--- config.mk ---
export PLATFORM = sky130hd
export DESIGN_NAME = segment_box_closest_hit
export DESIGN_NICKNAME = d
export VERILOG_FILES = /design/src/design/sbch_pkg.sv /design/src/design/segment_box_closest_hit.sv
export SDC_FILE = /design/constraint.sdc
export NUM_CORES = 2
export LEC_CHECK = 0
export ABC_AREA = 1
export ABC_CLOCK_PERIOD_IN_PS = 20800
export BUFFER_PORTS_ARGS = -buffer_cell sky130_fd_sc_hd__buf_2
export CORE_MARGIN = 4
export CORE_UTILIZATION = 40
export CTS_CLUSTER_DIAMETER = 50
export CTS_CLUSTER_SIZE = 20
export DETAILED_ROUTE_END_ITERATION = 10
export PLACE_DENSITY = 0.64
export SLEW_MARGIN = 15
export SYNTH_ARGS = -nofsm -noshare
export SYNTH_HDL_FRONTEND = slang
export SYNTH_SLANG_ARGS = --single-unit
--- constraint.sdc ---
create_clock -name clk_i -period 20.8 [get_ports clk_i]
set_clock_uncertainty 0.1 [all_clocks]
set_input_delay 2.08 -clock clk_i [delete_from_list [all_inputs] [get_ports clk_i]]
set_output_delay 2.08 -clock clk_i [all_outputs]
set_load 0.02 [all_outputs]
--- src/design/sbch_pkg.sv ---
`timescale 1ns / 1ps
// ----------------------------------------------------------------------------
// sbch_pkg: shared definitions for the segment/box closest-hit block
// Default widths and request codes.
// ----------------------------------------------------------------------------
package sbch_pkg;

  localparam int unsigned CoordWidthDef    = 32;
  localparam int unsigned ParamFracBitsDef = 30;

  // Coordinates carry this many fraction bits
  localparam int unsigned CoordFracBits = 16;

  localparam logic REQ_SEGMENT = 1'b0;
  localparam logic REQ_BOX     = 1'b1;

endpackage

--- src/design/segment_box_closest_hit.sv ---
`timescale 1ns / 1ps
// ----------------------------------------------------------------------------
// segment_box_closest_hit: nearest hit of a 3D segment against a box stream
//
// Input channel (in_valid_i / in_ready_o) takes one transaction per item.
// A segment transaction (req_type_i = 0) stores start a and delta b - a and
// clears the best hit. A box transaction (req_type_i = 1, a = min, b = max)
// runs the slab test on x, y and z; the box with the strictly smallest entry
// parameter is kept. A transaction with last_i set produces one result on the
// output channel (out_valid_o / out_ready_i): hit flag and nearest point, the
// point zero when nothing was hit; the best hit is then cleared.
// A box runs the slab test on each axis in turn (each non-parallel axis runs
// two divisions through one restoring divider, one quotient bit a cycle; a
// parallel axis needs no division, a miss stops early) and, when it becomes
// the best hit, computes the point through one shift-add multiplier.
// The block holds in_ready_o low while it works and while a result waits;
// a stalled receiver simply keeps it in that state. Reset clears the segment
// to all zero and the best hit.
// ----------------------------------------------------------------------------
module segment_box_closest_hit
  import sbch_pkg::*;
#(
  parameter int unsigned COORD_WIDTH     = CoordWidthDef,
  parameter int unsigned PARAM_FRAC_BITS = ParamFracBitsDef
) (
  input  logic                          clk_i,
  input  logic                          rst_ni,
  input  logic                          in_valid_i,
  output logic                          in_ready_o,
  input  logic                          req_type_i,
  input  logic signed [COORD_WIDTH-1:0] a_x_i,
  input  logic signed [COORD_WIDTH-1:0] a_y_i,
  input  logic signed [COORD_WIDTH-1:0] a_z_i,
  input  logic signed [COORD_WIDTH-1:0] b_x_i,
  input  logic signed [COORD_WIDTH-1:0] b_y_i,
  input  logic signed [COORD_WIDTH-1:0] b_z_i,
  input  logic                          last_i,
  output logic                          out_valid_o,
  input  logic                          out_ready_i,
  output logic                          hit_o,
  output logic signed [COORD_WIDTH-1:0] hit_x_o,
  output logic signed [COORD_WIDTH-1:0] hit_y_o,
  output logic signed [COORD_WIDTH-1:0] hit_z_o
);

  localparam int unsigned CW    = COORD_WIDTH;
  localparam int unsigned F     = PARAM_FRAC_BITS;
  localparam int unsigned DW    = CW + 1;      // delta and numerator
  localparam int unsigned PW    = F + 2;       // slab parameter
  localparam int unsigned RW    = CW + 2;      // divider remainder
  localparam int unsigned AW    = CW + F + 1;  // multiplier accumulator
  localparam int unsigned CNT_W = $clog2(F + 2);

  localparam logic signed [PW-1:0] T_ONE   = PW'(1) << F;
  localparam logic        [PW-1:0] SAT_NEG = PW'(1) << (F + 1);
  localparam logic        [PW-1:0] SAT_POS = (PW'(1) << (F + 1)) - PW'(1);
  localparam logic [CNT_W-1:0]     CNT_LAST = CNT_W'(F);

  typedef enum logic [3:0] {
    ST_IDLE, ST_AXIS, ST_DIV, ST_DIVEND, ST_DECIDE, ST_MUL, ST_POINT,
    ST_FINISH, ST_OUT
  } state_e;

  state_e state_q;

  logic signed [CW-1:0] start_q [3];
  logic signed [DW-1:0] delta_q [3];
  logic signed [CW-1:0] a_q [3];
  logic signed [CW-1:0] b_q [3];
  logic                 last_q;
  logic                 found_q;
  logic signed [PW-1:0] best_q;
  logic signed [CW-1:0] best_pt_q [3];
  logic [1:0]           ax_q;
  logic                 sub_q;
  logic signed [PW-1:0] tmin_q, tmax_q, t1_q;
  logic [RW-1:0]        rem_q;
  logic [PW-1:0]        quo_q;
  logic [DW-1:0]        dmag_q;
  logic                 neg_q;
  logic [CNT_W-1:0]     cnt_q;
  logic [AW-1:0]        acc_q;
  logic [F:0]           mq_q;
  logic                 out_valid_q, hit_q;
  logic signed [CW-1:0] hit_pt_q [3];

  // Axis datapath
  logic signed [CW-1:0] s_ax, lim;
  logic signed [DW-1:0] d_ax, num;
  logic [DW-1:0]        n_mag, d_mag;
  logic                 par_miss;
  logic [RW-1:0]        shifted, d_ext;
  logic                 sub_ok;
  logic signed [PW-1:0] res, lo, hi, ntmin, ntmax;
  logic [AW-1:0]        acc_next;
  logic [DW-1:0]        prod;
  logic signed [RW-1:0] pt_wide;

  function automatic logic [DW-1:0] d_mag_next(input logic signed [DW-1:0] d);
    d_mag_next = d[DW-1] ? DW'(-d) : DW'(d);
  endfunction

  always_comb begin
    s_ax     = start_q[ax_q];
    d_ax     = delta_q[ax_q];
    lim      = sub_q ? b_q[ax_q] : a_q[ax_q];
    par_miss = (s_ax < a_q[ax_q]) || (s_ax > b_q[ax_q]);
    num      = DW'(lim) - DW'(s_ax);
    n_mag    = num[DW-1] ? DW'(-num) : DW'(num);
    d_mag    = d_ax[DW-1] ? DW'(-d_ax) : DW'(d_ax);
    // Restoring divider step: first step takes the integer bit unshifted
    shifted  = (cnt_q == '0) ? rem_q : {rem_q[RW-2:0], 1'b0};
    d_ext    = RW'(dmag_q);
    sub_ok   = shifted >= d_ext;
    res      = neg_q ? -$signed(quo_q) : $signed(quo_q);
    lo       = (t1_q > res) ? res : t1_q;
    hi       = (t1_q > res) ? t1_q : res;
    ntmin    = (lo > tmin_q) ? lo : tmin_q;
    ntmax    = (hi < tmax_q) ? hi : tmax_q;
    // Shift-add multiplier, tmin bits taken MSB first
    acc_next = {acc_q[AW-2:0], 1'b0} + (mq_q[F] ? AW'(dmag_q) : '0);
    prod     = acc_q[AW-1:F];
    pt_wide  = neg_q ? (RW'(s_ax) - $signed(RW'(prod)))
                     : (RW'(s_ax) + $signed(RW'(prod)));
  end

  assign in_ready_o  = (state_q == ST_IDLE);
  assign out_valid_o = out_valid_q;
  assign hit_o       = hit_q;
  assign hit_x_o     = hit_pt_q[0];
  assign hit_y_o     = hit_pt_q[1];
  assign hit_z_o     = hit_pt_q[2];

  always_ff @(posedge clk_i or negedge rst_ni) begin
    if (!rst_ni) begin
      state_q     <= ST_IDLE;
      last_q      <= 1'b0;
      found_q     <= 1'b0;
      best_q      <= '0;
      ax_q        <= '0;
      sub_q       <= 1'b0;
      tmin_q      <= '0;
      tmax_q      <= '0;
      t1_q        <= '0;
      rem_q       <= '0;
      quo_q       <= '0;
      dmag_q      <= '0;
      neg_q       <= 1'b0;
      cnt_q       <= '0;
      acc_q       <= '0;
      mq_q        <= '0;
      out_valid_q <= 1'b0;
      hit_q       <= 1'b0;
      for (int i = 0; i < 3; i++) begin
        start_q[i]   <= '0;
        delta_q[i]   <= '0;
        a_q[i]       <= '0;
        b_q[i]       <= '0;
        best_pt_q[i] <= '0;
        hit_pt_q[i]  <= '0;
      end
    end else begin
      unique case (state_q)
        ST_IDLE: begin
          if (in_valid_i) begin
            a_q[0] <= a_x_i; a_q[1] <= a_y_i; a_q[2] <= a_z_i;
            b_q[0] <= b_x_i; b_q[1] <= b_y_i; b_q[2] <= b_z_i;
            last_q <= last_i;
            ax_q   <= '0;
            sub_q  <= 1'b0;
            tmin_q <= '0;
            tmax_q <= T_ONE;
            if (req_type_i == REQ_SEGMENT) begin
              start_q[0] <= a_x_i; start_q[1] <= a_y_i; start_q[2] <= a_z_i;
              delta_q[0] <= DW'(b_x_i) - DW'(a_x_i);
              delta_q[1] <= DW'(b_y_i) - DW'(a_y_i);
              delta_q[2] <= DW'(b_z_i) - DW'(a_z_i);
              found_q <= 1'b0;
              best_q  <= '0;
              for (int i = 0; i < 3; i++) best_pt_q[i] <= '0;
              state_q <= ST_FINISH;
            end else begin
              state_q <= ST_AXIS;
            end
          end
        end
        ST_AXIS: begin
          if (d_ax == '0) begin
            // Parallel axis: inside the slab or a miss
            if (par_miss) state_q <= ST_FINISH;
            else if (ax_q == 2'd2) state_q <= ST_DECIDE;
            else ax_q <= ax_q + 2'd1;
          end else begin
            dmag_q <= d_mag;
            neg_q  <= num[DW-1] ^ d_ax[DW-1];
            cnt_q  <= '0;
            if (RW'(n_mag) >= {d_mag, 1'b0}) begin
              quo_q   <= (num[DW-1] ^ d_ax[DW-1]) ? SAT_NEG : SAT_POS;
              state_q <= ST_DIVEND;
            end else begin
              rem_q   <= RW'(n_mag);
              quo_q   <= '0;
              state_q <= ST_DIV;
            end
          end
        end
        ST_DIV: begin
          rem_q <= sub_ok ? shifted - d_ext : shifted;
          quo_q <= {quo_q[PW-2:0], sub_ok};
          cnt_q <= cnt_q + CNT_W'(1);
          if (cnt_q == CNT_LAST) state_q <= ST_DIVEND;
        end
        ST_DIVEND: begin
          if (!sub_q) begin
            t1_q    <= res;
            sub_q   <= 1'b1;
            state_q <= ST_AXIS;
          end else begin
            tmin_q <= ntmin;
            tmax_q <= ntmax;
            sub_q  <= 1'b0;
            if (ntmin > ntmax) state_q <= ST_FINISH;
            else if (ax_q == 2'd2) state_q <= ST_DECIDE;
            else begin
              ax_q    <= ax_q + 2'd1;
              state_q <= ST_AXIS;
            end
          end
        end
        ST_DECIDE: begin
          // Equal entry keeps the earlier box
          if (found_q && (tmin_q >= best_q)) begin
            state_q <= ST_FINISH;
          end else begin
            found_q <= 1'b1;
            best_q  <= tmin_q;
            ax_q    <= '0;
            acc_q   <= '0;
            mq_q    <= tmin_q[F:0];
            cnt_q   <= '0;
            dmag_q  <= DW'(delta_q[0][DW-1] ? -delta_q[0] : delta_q[0]);
            neg_q   <= delta_q[0][DW-1];
            state_q <= ST_MUL;
          end
        end
        ST_MUL: begin
          acc_q <= acc_next;
          mq_q  <= {mq_q[F-1:0], 1'b0};
          cnt_q <= cnt_q + CNT_W'(1);
          if (cnt_q == CNT_LAST) state_q <= ST_POINT;
        end
        ST_POINT: begin
          best_pt_q[ax_q] <= pt_wide[CW-1:0];
          if (ax_q == 2'd2) begin
            state_q <= ST_FINISH;
          end else begin
            ax_q    <= ax_q + 2'd1;
            acc_q   <= '0;
            mq_q    <= tmin_q[F:0];
            cnt_q   <= '0;
            dmag_q  <= d_mag_next(delta_q[ax_q + 2'd1]);
            neg_q   <= delta_q[ax_q + 2'd1][DW-1];
            state_q <= ST_MUL;
          end
        end
        ST_FINISH: begin
          if (last_q) begin
            // Emit, then clear the best hit for the next cast
            out_valid_q <= 1'b1;
            hit_q       <= found_q;
            for (int i = 0; i < 3; i++) begin
              hit_pt_q[i]  <= best_pt_q[i];
              best_pt_q[i] <= '0;
            end
            found_q <= 1'b0;
            best_q  <= '0;
            state_q <= ST_OUT;
          end else begin
            state_q <= ST_IDLE;
          end
        end
        ST_OUT: begin
          if (out_ready_i) begin
            out_valid_q <= 1'b0;
            state_q     <= ST_IDLE;
          end
        end
        default: state_q <= ST_IDLE;
      endcase
    end
  end

`ifndef SYNTHESIS
  a_ready_excl: assert property (@(posedge clk_i) disable iff (!rst_ni)
    in_ready_o |-> !out_valid_o)
    else $error("input ready while a result waits");
  a_nohit_zero: assert property (@(posedge clk_i) disable iff (!rst_ni)
    (out_valid_o && !hit_o) |-> (hit_x_o == '0 && hit_y_o == '0 && hit_z_o == '0))
    else $error("miss result carries a nonzero point");
  a_best_clear: assert property (@(posedge clk_i) disable iff (!rst_ni)
    !found_q |-> (best_pt_q[0] == '0 && best_pt_q[1] == '0 && best_pt_q[2] == '0))
    else $error("best point set without a hit");
  a_tmin_range: assert property (@(posedge clk_i) disable iff (!rst_ni)
    (state_q == ST_DECIDE) |-> (tmin_q >= 0 && tmin_q <= T_ONE))
    else $error("entry parameter outside the segment");
`endif

endmodule

==> run metrics <==
RSZ-0062 raised after global routing=no; total grt overflow=0; R2R Path Start=quo_q[0]; PortBufs=296; Worst R2R Path Depth=60; worst reg-to-reg setup slack=9990 ps; Iter 0 DRT Violations=5600; fin util=45.4%; standard-cell row count=around 140; pin count of the biggest net entering global routing=207; setup TNS=0 ps; Syn Area/Cell=7.52 um2; clk sinks=916; post-synthesis instance area=about 63000 um2; Hold Violations, Final=0; most common cell after layout, fill and taps aside=nand2_1; Slew @ Worst Pin=approximately 1200 ps; Routed Antenna Nets=0; Area growth syn-to-layout=12.2%; most frequent cells in the layout=nand2_1, inv_1, o21ai_0, dfrtp_1, a21oi_1; fillcell total=15400; synth warn=0; HP Class=register to register; placed wire-length estimate=164000 um; max_cap viols=0; Final Critical Period=10810 ps; fmax=92.5 MHz; DRC=0; Crit Path Category=register to register; syn nets=approximately 9000; Slew Limit Fails=0; die area=163000 um2; Setup Buffers After CTS=0; CP max FO=61; Initial Util=40.5%; first-pass GRT wire length=around 330000 um; Final setup viols=0; die height=404 um; slowest stage delay, CP=590 ps; Post-CTS Hold Buffers=0; Layout Nets=9161; Worst path slowest cell=buf_4; sequential share of the synthesized area=between 30 and 40%; Seq cells post-synth=916; Yosys top cell area share=36.6%; Routed wire per std cell=20.3 um; # IOs=297; Distinct cells, synth=80; most used cell along the critical path=nand2_1; CTS tree=yes; Total GRT Usage=~26%; Routed Wire Length=roughly 220000 um; Die X-Extent=404 um; startpoint type of the worst setup path=register; Clock Path Buffers=3; TritonCTS Buffers=117; Vias/cell=5.51; worst flop-to-flop path endpoint=ax_q[1]; hold path endpoint=a_q[23]; TritonRoute pass-1 iters=6; latest clock arrival within the worst-skew pair=770 ps; core area=155000 um2; main flop type after synthesis=dfrtp_1; Worst Setup SP=quo_q[0]; via count=58500; CP endpoint kind=register; Syn Inst Count=8330; hold depth=2; clock slew at reported path FFs=70 ps; number of flops mapped to enable cells by yosys=0; Rel. slew slack=22.2%; number of global-route vias before repair=56100; number of gates resized after CTS=0; fraction of layout cells with a size suffix above 1=8.59%; outcome=finished clean; Final period util=between 50% and 60%; Root Driver=clkbuf_16; Critical Path AT=approximately 11000 ps; hold path startpoint=a_q[23]; area leader, netlist=dfrtp_1; initial antenna violation count=25; Worst EP required=21320 ps; H-tree levels=3; global placer's final weighted congestion=0.963; Synth area leaders=dfrtp_1, nand2_1, ha_1, inv_1, o21ai_0; asr flop ratio synth=100%
## registers in the layout, summed over array words and instances (netlist names), 2 cells and up
register,cells
delta_q,99
a_q,96
b_q,96
best_pt_q,96
start_q,96
acc_q,62
rem_q,34
dmag_q,33
best_q,32
hit_x_o,32
hit_y_o,32
hit_z_o,32
quo_q,32
t1_q,32
tmax_q,32
tmin_q,32
mq_q,31
cnt_q,5
state_q,4
ax_q,2
## cell type report
class	count	area, um2	area share, %
Antenna cell	9	22.5	0.0320
Inverter	1323	4980	7.09
Tap cell	2044	2560	3.64
Sequential cell	916	22900	32.6
Clock buffer	125	3060	4.35
Multi-Input combinational cell	5742	33300	47.4
Clock inverter	97	1310	1.86
Timing Repair Buffer	368	2080	2.96
## per-layer routing
layer,GRT usage (%),vias to the layer above,wire (um)
li1,-,28000,-
met5,0,-,34
met1,35.6,28000,95000
met4,10.2,4,9360
met2,40.8,2143,95800
met3,4.25,433,15800
## synth_stat cells (all sizes together), types with 2 or more instances
cell type	n
a2111oi	2
a211oi	21
a21boi	14
a21o	7
a21oi	571
a221oi	3
a22oi	93
a311oi	2
a31oi	26
a32oi	6
and2	4
and3	4
buf	55
clkbuf	294
clkinv	10
dfrtp	916
fa	7
ha	488
inv	1313
mux2i	34
nand2	1880
nand3	218
nand3b	7
nand4	60
nor2	339
nor3	88
nor3b	3
nor4	20
o2111ai	4
o211ai	112
o21a	83
o21ai	972
o21bai	16
o221a	3
o221ai	79
o22ai	216
o311ai	3
o31ai	12
o32ai	4
o41ai	3
or2	27
xnor2	98
xor2	207
## worst max path at each step
| stage | end |
|---|---|
| 6_report | ax_q[1] |
| 3_3_place_gp | ax_q[1] |
| 2_1_floorplan | ax_q[1] |
| 3_5_place_dp | ax_q[1] |
| 5_1_grt | ax_q[1] |
| 4_1_cts | ax_q[1] |
## critical path, delay by kind of cell (launching register included)
family          cells  cell delay, ps
compound gates     15            2920
xor+xnor            3             610
fa+ha+maj           3             980
buf+inv            10            1890
flops               1             440
simple gates       29            3660
## through the flow
step	instance area, um2	cells	hold WS, ps	worst slack (ps)
after floorplan	62600	8330	337	12660
after global placement	65900	10400	353	9920
after detailed placement	65900	10400	360	10010
after CTS	70200	10600	376	9950
after global routing	70300	10600	393	8740
final	70300	10600	373	9990
## cell families after synthesis
group	after synthesis	share of synthesized area (%)
compound gates	2257	20.9
buf+inv	1672	10.3
mux	34	0.544
xor+xnor	305	4.27
fa+ha+maj	495	9.98
simple gates	2651	17.4
flops	916	36.6
Power is left out: the tool's default activity adds up to more than one toggle a clock period on the data nets, which glitch-free logic cannot reach.
